### config.mk
export PLATFORM = sky130hd
export DESIGN_NAME = rdef_log
export DESIGN_NICKNAME = d
export VERILOG_FILES = /design/src/rtl/rdef_pkg.sv /design/src/rtl/rdef_log.sv
export SDC_FILE = /design/constraint.sdc
export NUM_CORES = 2
export LEC_CHECK = 0
export BUFFER_PORTS_ARGS = -buffer_cell sky130_fd_sc_hd__buf_2
export CAP_MARGIN = 20
export CORE_MARGIN = 2
export CORE_UTILIZATION = 45
export CTS_BUF_LIST = sky130_fd_sc_hd__clkbuf_4 sky130_fd_sc_hd__clkbuf_8 sky130_fd_sc_hd__clkbuf_16
export CTS_CLUSTER_SIZE = 14
export DETAILED_ROUTE_END_ITERATION = 8
export GPL_TIMING_DRIVEN = 0
export PLACE_DENSITY = 0.66
export SKIP_LAST_GASP = 1
export SLEW_MARGIN = 30
export SYNTH_ARGS = -nofsm -noshare
export SYNTH_HDL_FRONTEND = slang
export SYNTH_SLANG_ARGS = --single-unit
### constraint.sdc
create_clock -name clk -period 17 [get_ports clk]
set_input_delay 4.25 -clock clk [delete_from_list [all_inputs] [get_ports clk]]
set_output_delay 4.25 -clock clk [all_outputs]
set_load 0.005 [all_outputs]
### src/rtl/rdef_pkg.sv
// Shared types, register codes and constants of the RMS dB envelope follower.
`default_nettype none

package rdef_pkg;

    localparam int CFG_INDEX_W = 3;
    localparam int CFG_DATA_W  = 24;

    localparam logic [CFG_INDEX_W-1:0] CFG_ENABLED          = 3'd0;
    localparam logic [CFG_INDEX_W-1:0] CFG_HIGHPASS_ON      = 3'd1;
    localparam logic [CFG_INDEX_W-1:0] CFG_HIGHPASS_GAIN    = 3'd2;
    localparam logic [CFG_INDEX_W-1:0] CFG_HIGHPASS_POLE    = 3'd3;
    localparam logic [CFG_INDEX_W-1:0] CFG_SENSITIVITY      = 3'd4;
    localparam logic [CFG_INDEX_W-1:0] CFG_ATTACK_COEF      = 3'd5;
    localparam logic [CFG_INDEX_W-1:0] CFG_RELEASE_COEF     = 3'd6;
    localparam logic [CFG_INDEX_W-1:0] CFG_MEAN_SQUARE_COEF = 3'd7;

    localparam logic [16:0]        UNITY_Q16         = 17'd65536;
    localparam logic [39:0]        MS_MAX            = 40'hFF_FFFF_FFFF;
    localparam logic signed [19:0] DB_PER_OCTAVE_Q16 = 20'sd394566;
    localparam logic [24:0]        MAX_DROP_Q15      = 25'd786432;
    localparam logic [28:0]        LIN_ONE           = 29'h1000_0000;
    localparam int                 QUEUE_DEPTH       = 2;

    typedef struct packed {
        logic        enabled;
        logic        highpass_on;
        logic [16:0] highpass_gain;
        logic [16:0] highpass_pole;
        logic [23:0] sensitivity;
        logic [16:0] attack_coef;
        logic [16:0] release_coef;
        logic [16:0] mean_square_coef;
    } cfg_t;

    typedef enum logic {
        ITEM_ZERO,
        ITEM_RUN
    } item_kind_t;

    typedef struct packed {
        item_kind_t         kind;
        logic               last;
        logic               two;
        logic signed [23:0] x0;
        logic signed [23:0] x1;
    } item_t;

    typedef struct packed {
        logic        start;
        logic [28:0] value;
    } log_req_t;

    typedef struct packed {
        logic               busy;
        logic               done;
        logic signed [23:0] db;
    } log_rsp_t;

    function automatic logic [16:0] sat_coef(input logic [16:0] c);
        return (c > UNITY_Q16) ? UNITY_Q16 : c;
    endfunction

    function automatic logic signed [31:0] sat32(input logic signed [34:0] v);
        if (v > 35'sh0_7FFF_FFFF)
            return 32'sh7FFF_FFFF;
        else if (v < -35'sh0_8000_0000)
            return 32'sh8000_0000;
        else
            return v[31:0];
    endfunction

endpackage

`default_nettype wire

### src/rtl/rdef_log.sv
// Iterative dB converter: normalize, sixteen mantissa squarings, scale to Q9.15.
`default_nettype none

module rdef_log
    import rdef_pkg::*;
(
    input  logic     clk,
    input  logic     rst_n,
    input  log_req_t req,
    output log_rsp_t rsp
);

    localparam logic [2:0] L_IDLE = 3'd0;
    localparam logic [2:0] L_NORM = 3'd1;
    localparam logic [2:0] L_SQ   = 3'd2;
    localparam logic [2:0] L_MUL  = 3'd3;
    localparam logic [2:0] L_FIN  = 3'd4;

    logic [2:0]         state_reg;
    logic               done_reg;
    logic [30:0]        m_reg;
    logic [4:0]         b_reg;
    logic [15:0]        frac_reg;
    logic [3:0]         cnt_reg;
    logic signed [42:0] prod_reg;
    logic signed [23:0] db_reg;

    logic [61:0]        sq;
    logic [31:0]        sq_top;
    logic [5:0]         octave;
    logic signed [21:0] log2_q16;
    logic signed [42:0] m_db;
    logic signed [42:0] fin_sum;

    assign sq       = m_reg * m_reg;
    assign sq_top   = sq[61:30];
    assign octave   = {1'b0, b_reg} - 6'd28;
    assign log2_q16 = {octave, frac_reg};
    assign m_db     = log2_q16 * DB_PER_OCTAVE_Q16;
    assign fin_sum  = prod_reg + 43'sd65536;

    assign rsp.busy = (state_reg != L_IDLE);
    assign rsp.done = done_reg;
    assign rsp.db   = db_reg;

    always_ff @(posedge clk or negedge rst_n)
    begin
        if (!rst_n)
        begin
            state_reg <= L_IDLE;
            done_reg  <= 1'b0;
        end
        else
        begin
            done_reg <= 1'b0;
            unique case (state_reg)
                L_IDLE:
                    if (req.start)
                        state_reg <= L_NORM;
                L_NORM:
                    if (m_reg[30])
                        state_reg <= L_SQ;
                L_SQ:
                    if (cnt_reg == 4'd15)
                        state_reg <= L_MUL;
                L_MUL:
                    state_reg <= L_FIN;
                L_FIN:
                begin
                    state_reg <= L_IDLE;
                    done_reg  <= 1'b1;
                end
                default:
                    state_reg <= L_IDLE;
            endcase
        end
    end

    always_ff @(posedge clk)
    begin
        unique case (state_reg)
            L_IDLE:
            begin
                m_reg    <= {2'b00, req.value};
                b_reg    <= 5'd30;
                cnt_reg  <= '0;
                frac_reg <= '0;
            end
            L_NORM:
            begin
                // Coarse steps of eight while the top byte is empty, then single bits.
                if (!m_reg[30] && m_reg[30:23] == 8'd0)
                begin
                    m_reg <= {m_reg[22:0], 8'd0};
                    b_reg <= b_reg - 5'd8;
                end
                else if (!m_reg[30])
                begin
                    m_reg <= {m_reg[29:0], 1'b0};
                    b_reg <= b_reg - 5'd1;
                end
            end
            L_SQ:
            begin
                m_reg    <= sq_top[31] ? sq_top[31:1] : sq_top[30:0];
                frac_reg <= {frac_reg[14:0], sq_top[31]};
                cnt_reg  <= cnt_reg + 4'd1;
            end
            L_MUL:
                prod_reg <= m_db;
            L_FIN:
                db_reg <= fin_sum[40:17];
            default:
            begin
            end
        endcase
    end

endmodule

`default_nettype wire

==> out/metrics.cfg <==
[status]
status = finished, final reports clean

[clock_tree]
holdBufCountCts = 0
h-tree-depth = 3
clk_latency_ns = 0.37
cts_buffer_depth = 2
postCtsSetupBuffers = 0
clockRootBuffer = clkbuf_16
numCtsBuffers = 9
path_clk_slew_ns = 0.09
cts-resized-gates = 0
numClockSinks = 109
cts_tree = yes

[final_layout]
final_common_cell = inv_1
largest_register_ff_count = 31
nFillCells = 7842
utilization_pct = 47.7
finalNonFillerCells = 5055
nNetsFinal = 5289
final_layout_size_suffix_gt1_share_pct = 3.27
final_area_sq_um = 39700
syn2layout_area_growth_pct = 5.44
mostFrequentLayoutCells = 1,127 x inv_1, 840 x fa_1, 451 x ha_1

[detailed_routing]
avgRoutedWirePerCell_um = 21.5
wl_met3_um = 11800
drt_iter0_drc = 2370
dr_wl_met2_um = 47400
wirelength_um = 108000
met1_length_um = 43800
num_vias = 26800
viasPerCell = 5.30
dr.pass1.iters = 5
drc = 0
top_layer_used = met4
ant_nets = 0

[worst_hold_path]
whs_endpoint = db_reg[14]$_DFFE_PP_
min_from = prod_reg[31]$_DFFE_PP_
worstHoldPathCells = 1
hold_class = reg2reg

[yosys]
yosysTopAreaCell = fa_1
async_flop_share_pct = 3.67
synth_nets = 5217
yosysSeqAreaShare_pct = 8.65
netlist.area_leader.share_pct = 44.7
yosysWarnings = 0
synth_seq_cells = 109
synth-edff-count = 105
synthFlopType = edfxtp_1
post_synth_num_cell_types = 72
syn-cell-area_sq_um = 37600
netlist_top_cells_area = fa_1 45%, ha_1 15%, inv_1 11%
postSynthCellCount = 3894
avgSynthCellArea_sq_um = 9.66

[sta]
tightest_slew_ns = 1.14
rsz0062_at_grt = false
skew_ns = 0.0114
fin_crit_sh_pct = 64.0
fin_tns_setup_ns = 0
finalHoldViolations = 0
relSlewSlack_pct = 24.2
setup_violations = 0
fin_crit_ns = 10.88
fmax_ghz = 0.0919
slew_violations = 0

[critical_path]
cp_max_fo = 10
worst-r2r-setup-slack_ns = 6.12
cp_slowest_cell = edfxtp_1
start_kind = flop
arrival_ns = 10.95
worstSetupEndpointType = flop
critPathMaxStageDelay_ns = 0.79
path_class = reg2reg
r2r-start = m_reg[13]$_DFFE_PP_
r2r-end = m_reg[17]$_DFFE_PP_
worst_path_most_repeated_cell = fa_1
reg2reg_depth = 25
cp.required_ns = 17.07

[placed_design]
place.gp.congestion = 0.995
dpl.hpwl_um = 90900
place_area_sq_um = 39300
io_buffers = 57
dp_cells = 5035

[floorplanning]
std_cell_rows = 106
core_sq_um = 83200
die_area_sq_um = 85900
fp.dieW_um = 293
start_util_pct = 45.2
io_pins = 58
die_h_um = 293

[global_routing]
track_usage_pct = 26.4
grt_max_degree = 30
antenna_found_initial = 1
grt_pass1_wl_um = 170000
overflow = 0
grt_pass1_vias = 28500

[job]
max_cap_viol_count = 0

-- worst max-delay path: cells and delay by family, from the launching register on --
family                   cells  cell delay, ns
multiplexers                 1            0.32
buffers and inverters        6            2.07
flip-flops                   1            0.79
adder cells (fa/ha/maj)      9            4.42
AND/OR/NAND/NOR              3            1.01
AO/OA/AOI/OAI                6            1.92
-- stage by stage --
stage	hold slack (ns)	setup slack, ns
after floorplan	0.527	9.20
after CTS	0.575	6.44
after detailed placement	0.556	6.48
after global placement	0.553	6.52
final	0.572	6.12
after global routing	0.598	6.09
-- per-layer routing --
metal	GRT usage [%]	vias up
met2	40.4	1266
li1	-	11800
met1	36.3	13400
met5	0	-
met4	10.3	0
met3	6.28	287
-- area by class of cell --
cell class	count	area (sq um)	share of cell area, %
Antenna cell	4	10.0	0.0252
Buffer	131	523	1.32
Clock buffer	10	239	0.603
Clock inverter	6	65.1	0.164
Inverter	1131	4250	10.7
Multi-Input combinational cell	2523	29600	74.7
Sequential cell	109	3250	8.20
Tap cell	1080	1350	3.41
Timing Repair Buffer	61	335	0.845
-- logic make-up (layout without fill, tap and decap cells) --
logic type,count (synthesis),after routing,share of synthesized area [%]
AO/OA/AOI/OAI,310,310,5.44
XOR/XNOR,126,126,2.93
adder cells (fa/ha/maj),1291,1291,59.7
buffers and inverters,1262,1339,12.6
flip-flops,109,109,8.65
multiplexers,24,24,0.649
other,0,4,0
AND/OR/NAND/NOR,772,772,10.0
-- worst max-delay path by stage --
stage	start	end	slack, ns
2_1_floorplan	m_reg[16]$_DFFE_PP_	m_reg[20]$_DFFE_PP_	9.20
3_3_place_gp	m_reg[16]$_DFFE_PP_	m_reg[17]$_DFFE_PP_	6.52
5_1_grt	m_reg[13]$_DFFE_PP_	m_reg[17]$_DFFE_PP_	6.09
3_5_place_dp	m_reg[12]$_DFFE_PP_	m_reg[17]$_DFFE_PP_	6.48
6_report	m_reg[13]$_DFFE_PP_	m_reg[17]$_DFFE_PP_	6.12
4_1_cts	m_reg[12]$_DFFE_PP_	m_reg[17]$_DFFE_PP_	6.44
-- Yosys cell counts, types with 9 or more instances --
cell      count
o21bai_1      9
nor3_1       23
fa_1        840
and3_1       21
inv_1      1127
mux2i_1      21
ha_1        451
xnor2_1      84
edfxtp_1    105
a22oi_1      11
nor2b_1      15
a21oi_1      90
a21o_1       34
o221ai_1      9
o21ai_0      70
nand2_1     332
xor2_1       42
clkbuf_1    120
and2_1      192
a221o_1      10
a211oi_1     11
nand3_1      26
nor2_1      103
nand4_1      13
Power is not shown: default switching activity piles up to over one toggle a cycle in this logic, so the estimate is an artifact.
