--- src/rtl/rdef_pkg.sv ---
// Shared types, register codes and constants of the RMS dB envelope follower.
`default_nettype none

package rdef_pkg;

    localparam int CFG_INDEX_W = 3;
    localparam int CFG_DATA_W  = 24;

    localparam logic [CFG_INDEX_W-1:0] CFG_ENABLED          = 3'd0;
    localparam logic [CFG_INDEX_W-1:0] CFG_HIGHPASS_ON      = 3'd1;
    localparam logic [CFG_INDEX_W-1:0] CFG_HIGHPASS_GAIN    = 3'd2;
    localparam logic [CFG_INDEX_W-1:0] CFG_HIGHPASS_POLE    = 3'd3;
    localparam logic [CFG_INDEX_W-1:0] CFG_SENSITIVITY      = 3'd4;
    localparam logic [CFG_INDEX_W-1:0] CFG_ATTACK_COEF      = 3'd5;
    localparam logic [CFG_INDEX_W-1:0] CFG_RELEASE_COEF     = 3'd6;
    localparam logic [CFG_INDEX_W-1:0] CFG_MEAN_SQUARE_COEF = 3'd7;

    localparam logic [16:0]        UNITY_Q16         = 17'd65536;
    localparam logic [39:0]        MS_MAX            = 40'hFF_FFFF_FFFF;
    localparam logic signed [19:0] DB_PER_OCTAVE_Q16 = 20'sd394566;
    localparam logic [24:0]        MAX_DROP_Q15      = 25'd786432;
    localparam logic [28:0]        LIN_ONE           = 29'h1000_0000;
    localparam int                 QUEUE_DEPTH       = 2;

    typedef struct packed {
        logic        enabled;
        logic        highpass_on;
        logic [16:0] highpass_gain;
        logic [16:0] highpass_pole;
        logic [23:0] sensitivity;
        logic [16:0] attack_coef;
        logic [16:0] release_coef;
        logic [16:0] mean_square_coef;
    } cfg_t;

    typedef enum logic {
        ITEM_ZERO,
        ITEM_RUN
    } item_kind_t;

    typedef struct packed {
        item_kind_t         kind;
        logic               last;
        logic               two;
        logic signed [23:0] x0;
        logic signed [23:0] x1;
    } item_t;

    typedef struct packed {
        logic        start;
        logic [28:0] value;
    } log_req_t;

    typedef struct packed {
        logic               busy;
        logic               done;
        logic signed [23:0] db;
    } log_rsp_t;

    function automatic logic [16:0] sat_coef(input logic [16:0] c);
        return (c > UNITY_Q16) ? UNITY_Q16 : c;
    endfunction

    function automatic logic signed [31:0] sat32(input logic signed [34:0] v);
        if (v > 35'sh0_7FFF_FFFF)
            return 32'sh7FFF_FFFF;
        else if (v < -35'sh0_8000_0000)
            return 32'sh8000_0000;
        else
            return v[31:0];
    endfunction

endpackage

`default_nettype wire

--- src/rtl/rdef_queue.sv ---
// Short item queue between the front end and the back end.
`default_nettype none

module rdef_queue
    import rdef_pkg::*;
(
    input  logic  clk,
    input  logic  rst_n,
    input  logic  push_valid,
    output logic  push_ready,
    input  item_t push_item,
    output logic  pop_valid,
    input  logic  pop,
    output item_t pop_item
);

    localparam int PTR_W = (QUEUE_DEPTH > 1) ? $clog2(QUEUE_DEPTH) : 1;
    localparam int CNT_W = $clog2(QUEUE_DEPTH + 1);

    item_t              entry_reg [QUEUE_DEPTH];
    logic [PTR_W-1:0]   wr_ptr_reg;
    logic [PTR_W-1:0]   rd_ptr_reg;
    logic [CNT_W-1:0]   count_reg;
    logic               do_push;
    logic               do_pop;

    assign push_ready = (count_reg != CNT_W'(QUEUE_DEPTH));
    assign pop_valid  = (count_reg != '0);
    assign pop_item   = entry_reg[rd_ptr_reg];
    assign do_push    = push_valid && push_ready;
    assign do_pop     = pop && pop_valid;

    always_ff @(posedge clk or negedge rst_n)
    begin
        if (!rst_n)
        begin
            wr_ptr_reg <= '0;
            rd_ptr_reg <= '0;
            count_reg  <= '0;
        end
        else
        begin
            if (do_push)
                wr_ptr_reg <= (wr_ptr_reg == PTR_W'(QUEUE_DEPTH - 1)) ? '0 : wr_ptr_reg + 1'b1;
            if (do_pop)
                rd_ptr_reg <= (rd_ptr_reg == PTR_W'(QUEUE_DEPTH - 1)) ? '0 : rd_ptr_reg + 1'b1;
            if (do_push && !do_pop)
                count_reg <= count_reg + 1'b1;
            else if (do_pop && !do_push)
                count_reg <= count_reg - 1'b1;
        end
    end

    always_ff @(posedge clk)
    begin
        if (do_push)
            entry_reg[wr_ptr_reg] <= push_item;
    end

endmodule

`default_nettype wire

--- config.mk ---
export PLATFORM = sky130hd
export DESIGN_NAME = rdef_queue
export DESIGN_NICKNAME = d
export VERILOG_FILES = /design/src/rtl/rdef_pkg.sv /design/src/rtl/rdef_queue.sv
export SDC_FILE = /design/constraint.sdc
export NUM_CORES = 1
export LEC_CHECK = 0
export BUFFER_PORTS_ARGS = -buffer_cell sky130_fd_sc_hd__clkbuf_2
export CAP_MARGIN = 20
export CORE_UTILIZATION = 49
export CTS_BUF_LIST = sky130_fd_sc_hd__clkbuf_4 sky130_fd_sc_hd__clkbuf_8
export CTS_CLUSTER_DIAMETER = 100
export DETAILED_ROUTE_END_ITERATION = 7
export PLACE_DENSITY = 0.78
export SKIP_LAST_GASP = 1
export SLEW_MARGIN = 20
export SYNTH_ARGS = -nofsm -noshare
export SYNTH_HDL_FRONTEND = slang
export SYNTH_SLANG_ARGS = --single-unit
--- constraint.sdc ---
create_clock -name clk -period 3.4 [get_ports clk]
set_input_delay 0.68 -clock clk [delete_from_list [all_inputs] [get_ports clk]]
set_output_delay 0.68 -clock clk [all_outputs]
set_load 0.1 [all_outputs]
==> results by group, run 1 <==
Worst setup path
  • Worst path required time: 2.72 ns
  • Register-to-Register Path Depth: 4
  • WP data arrival: 2.21 ns
  • CP peak stage delay: 0.84 ns
  • CP startpoint kind: flip-flop
  • Crit-path max FO: 34
  • CP Class: reg -> out
  • Worst r2r dst: entry_reg[0][4]$_DFFE_PP_
  • Critical Path Sink Type: output pin
  • R2r startpoint: count_reg[0]$_DFFE_PN0P_
  • Buf/Inv on CP: 2
  • Worst path top cell family by delay: flip-flops
  • CP max-delay cell: dfrtp_4
  • R2R setup slack: 1.51 ns
  • Critical Path, Cell by Cell: buf_4, mux2_4, clkbuf_2

Floorplan
  • CORE AREA: 0.00818 sq mm
  • Initial Util: 50.5%
  • Ports: 108
  • Die Height: 93.8 microns
  • Number of cell rows: 33
  • Die X-Extent: 93.8 microns
  • Die area: 0.00879 sq mm

Synthesis
  • Warnings from Yosys: 0
  • Unique masters post-synth: 15
  • Post-synth net total: 233
  • Register area share after synthesis: 76.7%
  • Synth area leaders: edfxtp_1 74%, mux2_4 18%, buf_12 2.4%, dfrtp_1 2.4%, xnor2_1 0.64%
  • Syn Area/Cell: 23.3 sq um
  • Compound-Gate Fraction of Synth Area: 0%
  • Synth top area share: 74.2%
  • Synthesized area: 0.00413 sq mm
  • Post-Synth Adder-Cell Area: 0.303%
  • Largest family of logic cells by synthesized area: multiplexers
  • Multiplexer share of the synthesized area: 18.4%
  • Cell taking the most area after synthesis: edfxtp_1
  • Simple-gate portion of the synthesized area: 0.819%
  • Post-Synth XOR/XNOR Area: 1.06%
  • Post-synthesis cell count: 177
  • Number of synthesized register bits: 106

Cells and area
  • Antenna Cells: 0
  • Max FFs per register: 102
  • Area delta synth->final: 19.8%
  • # nets final: 350
  • Share of cells above drive strength 1: 60.5%

Timing
  • Fin Clk Skew: 0.0104 ns
  • Fin Setup TNS: 0 ns
  • Final period demand of the worst path: 2.89 ns
  • Final Cycle Share: 85.0%
  • Worst slew pin tran: 0.669 ns
  • RSZ-0062 raised after global routing: false
  • Fmax: 346 MHz
  • Setup violations, final: 0
  • Worst slew margin: 55.4%
  • Slew Limit Fails: 0
  • Fin. Hold Viols: 0

Drt
  • DR pass1 iterations: 4
  • DRC viols: 0
  • Via count: 1,980
  • Vias per inst: 4.90
  • Routed len/inst: 15.2 microns
  • Routed WL: 6.13 mm
  • Number of routed nets with antenna violations: 0
  • DR iter-0 viols: 65

Clock network
  • Clk sinks: 106
  • Max Buffers Root-to-Sink: 2
  • H-Tree Depth: 3
  • Num CTS Buffers: 9
  • CTS tree: built
  • CTS resizes: 0
  • Clk root buf: clkbuf_8
  • Post-CTS Setup Inserts: 0
  • Worst-Skew Late Latency: 0.36 ns
  • Worst-path clk slew: 0.09 ns
  • Hold_buf cts: 0

GRT
  • Largest net degree at the start of global routing: 52
  • Grt ovf: 0
  • Global-route wire length before repair: 9.20 mm
  • Antenna violations before repair: 0
  • GRT Overall Usage: 14.6%
  • Vias in the first global route: 1,938

Place
  • Final RePlAce weighted congestion: 0.699
  • Port Buffers: 107

Flow run
  • # Max-Cap Violations: 0

Run status
  • Status: complete, no violations

Hold path
  • Min-delay worst type: in -> async
-- cells in the mapped netlist --
cell / number
or2_1: 1
mux2_4: 49
xnor2_1: 3
xor2_1: 2
buf_12: 5
ha_1: 1
nand2_1: 2
nor2_1: 2
edfxtp_1: 102
inv_1: 1
dfrtp_1: 4
nand2b_1: 1
mux2_2: 2
buf_6: 1
and3_1: 1
-- worst max-delay path by stage --
stage | to | startpoint | depth (start not counted) | slack (ns)
final | pop_item[1] | rd_ptr_reg$_DFFE_PN0P_ | 3 | 0.51
after global routing | pop_item[37] | rd_ptr_reg$_DFFE_PN0P_ | 3 | 0.42
after CTS | pop_item[1] | rd_ptr_reg$_DFFE_PN0P_ | 3 | 0.46
after detailed placement | pop_item[1] | rd_ptr_reg$_DFFE_PN0P_ | 3 | 0.87
after global placement | pop_item[37] | rd_ptr_reg$_DFFE_PN0P_ | 3 | 0.89
after floorplan | entry_reg[0][0]$_DFFE_PP_ | count_reg[0]$_DFFE_PN0P_ | 3 | 0.15
-- worst reg2reg max path: stages (launching register included) --
cell and delay (ns):
dfrtp_1 0.42, nand2b_1 0.17, nand2_1 0.14, nor2_4 0.54, buf_12 0.31
-- per-layer routing --
| metal | wire length, microns | vias to the layer above | global-route usage [%] |
|---|---|---|---|
| li1 | - | 923 | - |
| met4 | 144 | 0 | 9.36 |
| met5 | 0 | - | 0 |
| met2 | 3080 | 70 | 24.0 |
| met1 | 2550 | 973 | 17.1 |
| met3 | 352 | 14 | 3.56 |
-- cell usage in the layout (no fill, tap or decap), types with 3 or more instances in the layout --
master    instances
dfrtp_1           3
clkbuf_2        107
clkbuf_8          9
buf_4             4
xnor2_1           3
edfxtp_1        102
mux2_4           49
-- final cells by class --
class / count / area [sq um]
Fill cell: 628 / 3230
Sequential cell: 106 / 3170
Multi-Input combinational cell: 64 / 857
Timing Repair Buffer: 112 / 586
Clock buffer: 10 / 131
Tap cell: 105 / 131
Clock inverter: 6 / 66.3
Inverter: 1 / 3.75
-- per-stage QoR --
step                      setup WS, ns  cells  cell area, sq um  hold WS, ns  utilization (%)
final                            0.509    404              4940        0.120             60.5
after global routing             0.419    404              4940        0.100             60.5
after CTS                        0.463    404              4940       0.0994             60.5
after detailed placement         0.866    388              4740        0.493             58.0
after global placement           0.894    388              4740        0.476             58.0
after floorplan                  0.153    177              4130        0.384                -
-- logic make-up after synthesis --
family	Yosys count
XOR/XNOR	5
adder cells (fa/ha/maj)	1
buffers and inverters	7
flip-flops	106
multiplexers	51
AND/OR/NAND/NOR	7
Power of run 1 is left out: the tool's default activity adds up to more than one toggle a clock period on the data nets, which glitch-free logic cannot reach.
==> inputs of run 2 (changes only) <==
--- a/config.mk
+++ b/config.mk
@@ -7,11 +7,11 @@
 export LEC_CHECK = 0
 export BUFFER_PORTS_ARGS = -buffer_cell sky130_fd_sc_hd__clkbuf_2
 export CAP_MARGIN = 20
-export CORE_UTILIZATION = 49
-export CTS_BUF_LIST = sky130_fd_sc_hd__clkbuf_4 sky130_fd_sc_hd__clkbuf_8
+export CORE_UTILIZATION = 47
+export CTS_BUF_LIST = sky130_fd_sc_hd__clkbuf_4 sky130_fd_sc_hd__clkbuf_8 sky130_fd_sc_hd__clkbuf_16
 export CTS_CLUSTER_DIAMETER = 100
 export DETAILED_ROUTE_END_ITERATION = 7
-export PLACE_DENSITY = 0.78
+export PLACE_DENSITY = 0.75
 export SKIP_LAST_GASP = 1
 export SLEW_MARGIN = 20
 export SYNTH_ARGS = -nofsm -noshare
==> results by group, run 2 (synthesis results as in run 1) <==
Drt
  • Via count: 1,982 (was 1,980)
  • DRC viols: 0 (unchanged)
  • Routed WL: 6.42 mm (was 6.13 mm)
  • Vias per inst: 4.92 (was 4.90)
  • Routed len/inst: 15.9 microns (was 15.2 microns)
  • Number of routed nets with antenna violations: 0 (unchanged)
  • DR pass1 iterations: 4 (unchanged)
  • DR iter-0 viols: 42 (was 65)

Timing
  • Worst slew margin: 52.3% (was 55.4%)
  • Fin Clk Skew: 0.00842 ns (was 0.0104 ns)
  • Fin. Hold Viols: 0 (unchanged)
  • Fin Setup TNS: 0 ns (unchanged)
  • Slew Limit Fails: 0 (unchanged)
  • Final period demand of the worst path: 2.83 ns (was 2.89 ns)
  • Fmax: 353 MHz (was 346 MHz)
  • RSZ-0062 raised after global routing: false (unchanged)
  • Final Cycle Share: 83.3% (was 85.0%)
  • Worst slew pin tran: 0.714 ns (was 0.669 ns)
  • Hold slack: 0.127 ns (was 0.120 ns)
  • Setup violations, final: 0 (unchanged)

Clock network
  • Worst-Skew Late Latency: 0.35 ns (was 0.36 ns)
  • Num CTS Buffers: 9 (unchanged)
  • CTS resizes: 0 (unchanged)
  • Clk sinks: 106 (unchanged)
  • H-Tree Depth: 3 (unchanged)
  • Clk root buf: clkbuf_8 (unchanged)
  • Max Buffers Root-to-Sink: 2 (unchanged)
  • Post-CTS Setup Inserts: 0 (unchanged)
  • Worst-path clk slew: 0.09 ns (about the same)
  • CTS tree: built (unchanged)
  • Hold_buf cts: 0 (unchanged)

Cells and area
  • # nets final: 349 (was 350)
  • Most common cell after layout, fill and taps aside: clkbuf_2 (unchanged)
  • Area delta synth->final: 18.9% (was 19.8%)
  • Max FFs per register: 102 (unchanged)
  • Most frequent cells in the layout: 107 x clkbuf_2, 102 x edfxtp_1, 49 x mux2_4, 9 x clkbuf_8 (was 107 x clkbuf_2, 102 x edfxtp_1, 49 x mux2_4, 9 x clkbuf_8, 4 x buf_4)
  • Fill count: 663 (was 628)
  • Share of cells above drive strength 1: 60.1% (was 60.5%)
  • Antenna Cells: 0 (unchanged)

Worst setup path
  • Register-to-Register Path Depth: 4 (unchanged)
  • WP data arrival: 2.15 ns (was 2.21 ns)
  • Worst path required time: 2.72 ns (about the same)
  • CP startpoint kind: flip-flop (unchanged)
  • CP Class: reg -> out (unchanged)
  • Worst r2r dst: entry_reg[0][23]$_DFFE_PP_ (was entry_reg[0][4]$_DFFE_PP_)
  • Critical Path Sink Type: output pin (unchanged)
  • R2R setup slack: 1.42 ns (was 1.51 ns)
  • R2r startpoint: count_reg[0]$_DFFE_PN0P_ (unchanged)
  • Crit-path max FO: 30 (was 34)

Floorplan
  • Die Height: 95.7 microns (was 93.8 microns)
  • Die X-Extent: 95.7 microns (was 93.8 microns)
  • Number of cell rows: 33 (unchanged)
  • Die area: 0.00916 sq mm (was 0.00879 sq mm)
  • CORE AREA: 0.00834 sq mm (was 0.00818 sq mm)
  • Initial Util: 49.5% (was 50.5%)
  • Ports: 108 (unchanged)

GRT
  • Antenna violations before repair: 0 (unchanged)
  • GRT Overall Usage: 14.4% (was 14.6%)
  • Vias in the first global route: 1,960 (was 1,938)
  • Largest net degree at the start of global routing: 52 (unchanged)
  • Grt ovf: 0 (unchanged)
  • Global-route wire length before repair: 9.58 mm (was 9.20 mm)

Place
  • Final RePlAce weighted congestion: 0.713 (was 0.699)
  • Port Buffers: 107 (unchanged)
  • DP HPWL: 4.32 mm

Run status
  • Status: complete, no violations (unchanged)

Flow run
  • # Max-Cap Violations: 0 (unchanged)

Hold path
  • Min-delay worst type: in -> async (unchanged)
run 2: per-stage QoR:
stage	std cells	util (%)	worst slack [ns]	cell area, sq um
floorplan	177	-	0.153	4130
global placement	387	56.8	0.913	4740
detailed placement	387	56.8	0.909	4740
CTS	403	58.8	0.509	4910
global route	403	58.8	0.468	4910
finish	403	58.8	0.569	4910
run 2: worst max-delay path by stage:
stage	slack [ns]	end	start	cells after the start
6_report	0.57	pop_item[19]	rd_ptr_reg$_DFFE_PN0P_	3
5_1_grt	0.47	pop_item[25]	rd_ptr_reg$_DFFE_PN0P_	3
4_1_cts	0.51	pop_item[19]	rd_ptr_reg$_DFFE_PN0P_	3
3_5_place_dp	0.91	pop_item[0]	rd_ptr_reg$_DFFE_PN0P_	3
3_3_place_gp	0.91	pop_item[19]	rd_ptr_reg$_DFFE_PN0P_	3
2_1_floorplan	0.15	entry_reg[0][0]$_DFFE_PP_	count_reg[0]$_DFFE_PN0P_	3
run 2: routing by layer:
metal	global-route usage [%]	share of wire, %	wire length (microns)
met2	24.6	50	3180
met5	0	0	0
met4	5.97	1.4	93
met3	3.24	5.9	382
met1	17.8	43	2760
run 2: cell type report:
| class | instances | area [sq um] | share of cell area, % |
|---|---|---|---|
| inverters | 1 | 3.75 | 0.0765 |
| multi-input cells | 64 | 857 | 17.5 |
| repair buffers | 111 | 578 | 11.8 |
| clock buffers | 9 | 124 | 2.52 |
| flip-flops and latches | 106 | 3170 | 64.5 |
| well taps | 105 | 131 | 2.68 |
| clock inverters | 7 | 45.0 | 0.918 |
run 2: critical path: stages, from the launching register on:
cell and delay (ns):
dfrtp_4 0.79, buf_12 0.28, mux2_4 0.32, clkbuf_2 0.37
Power of run 2 is left out for the same reason.
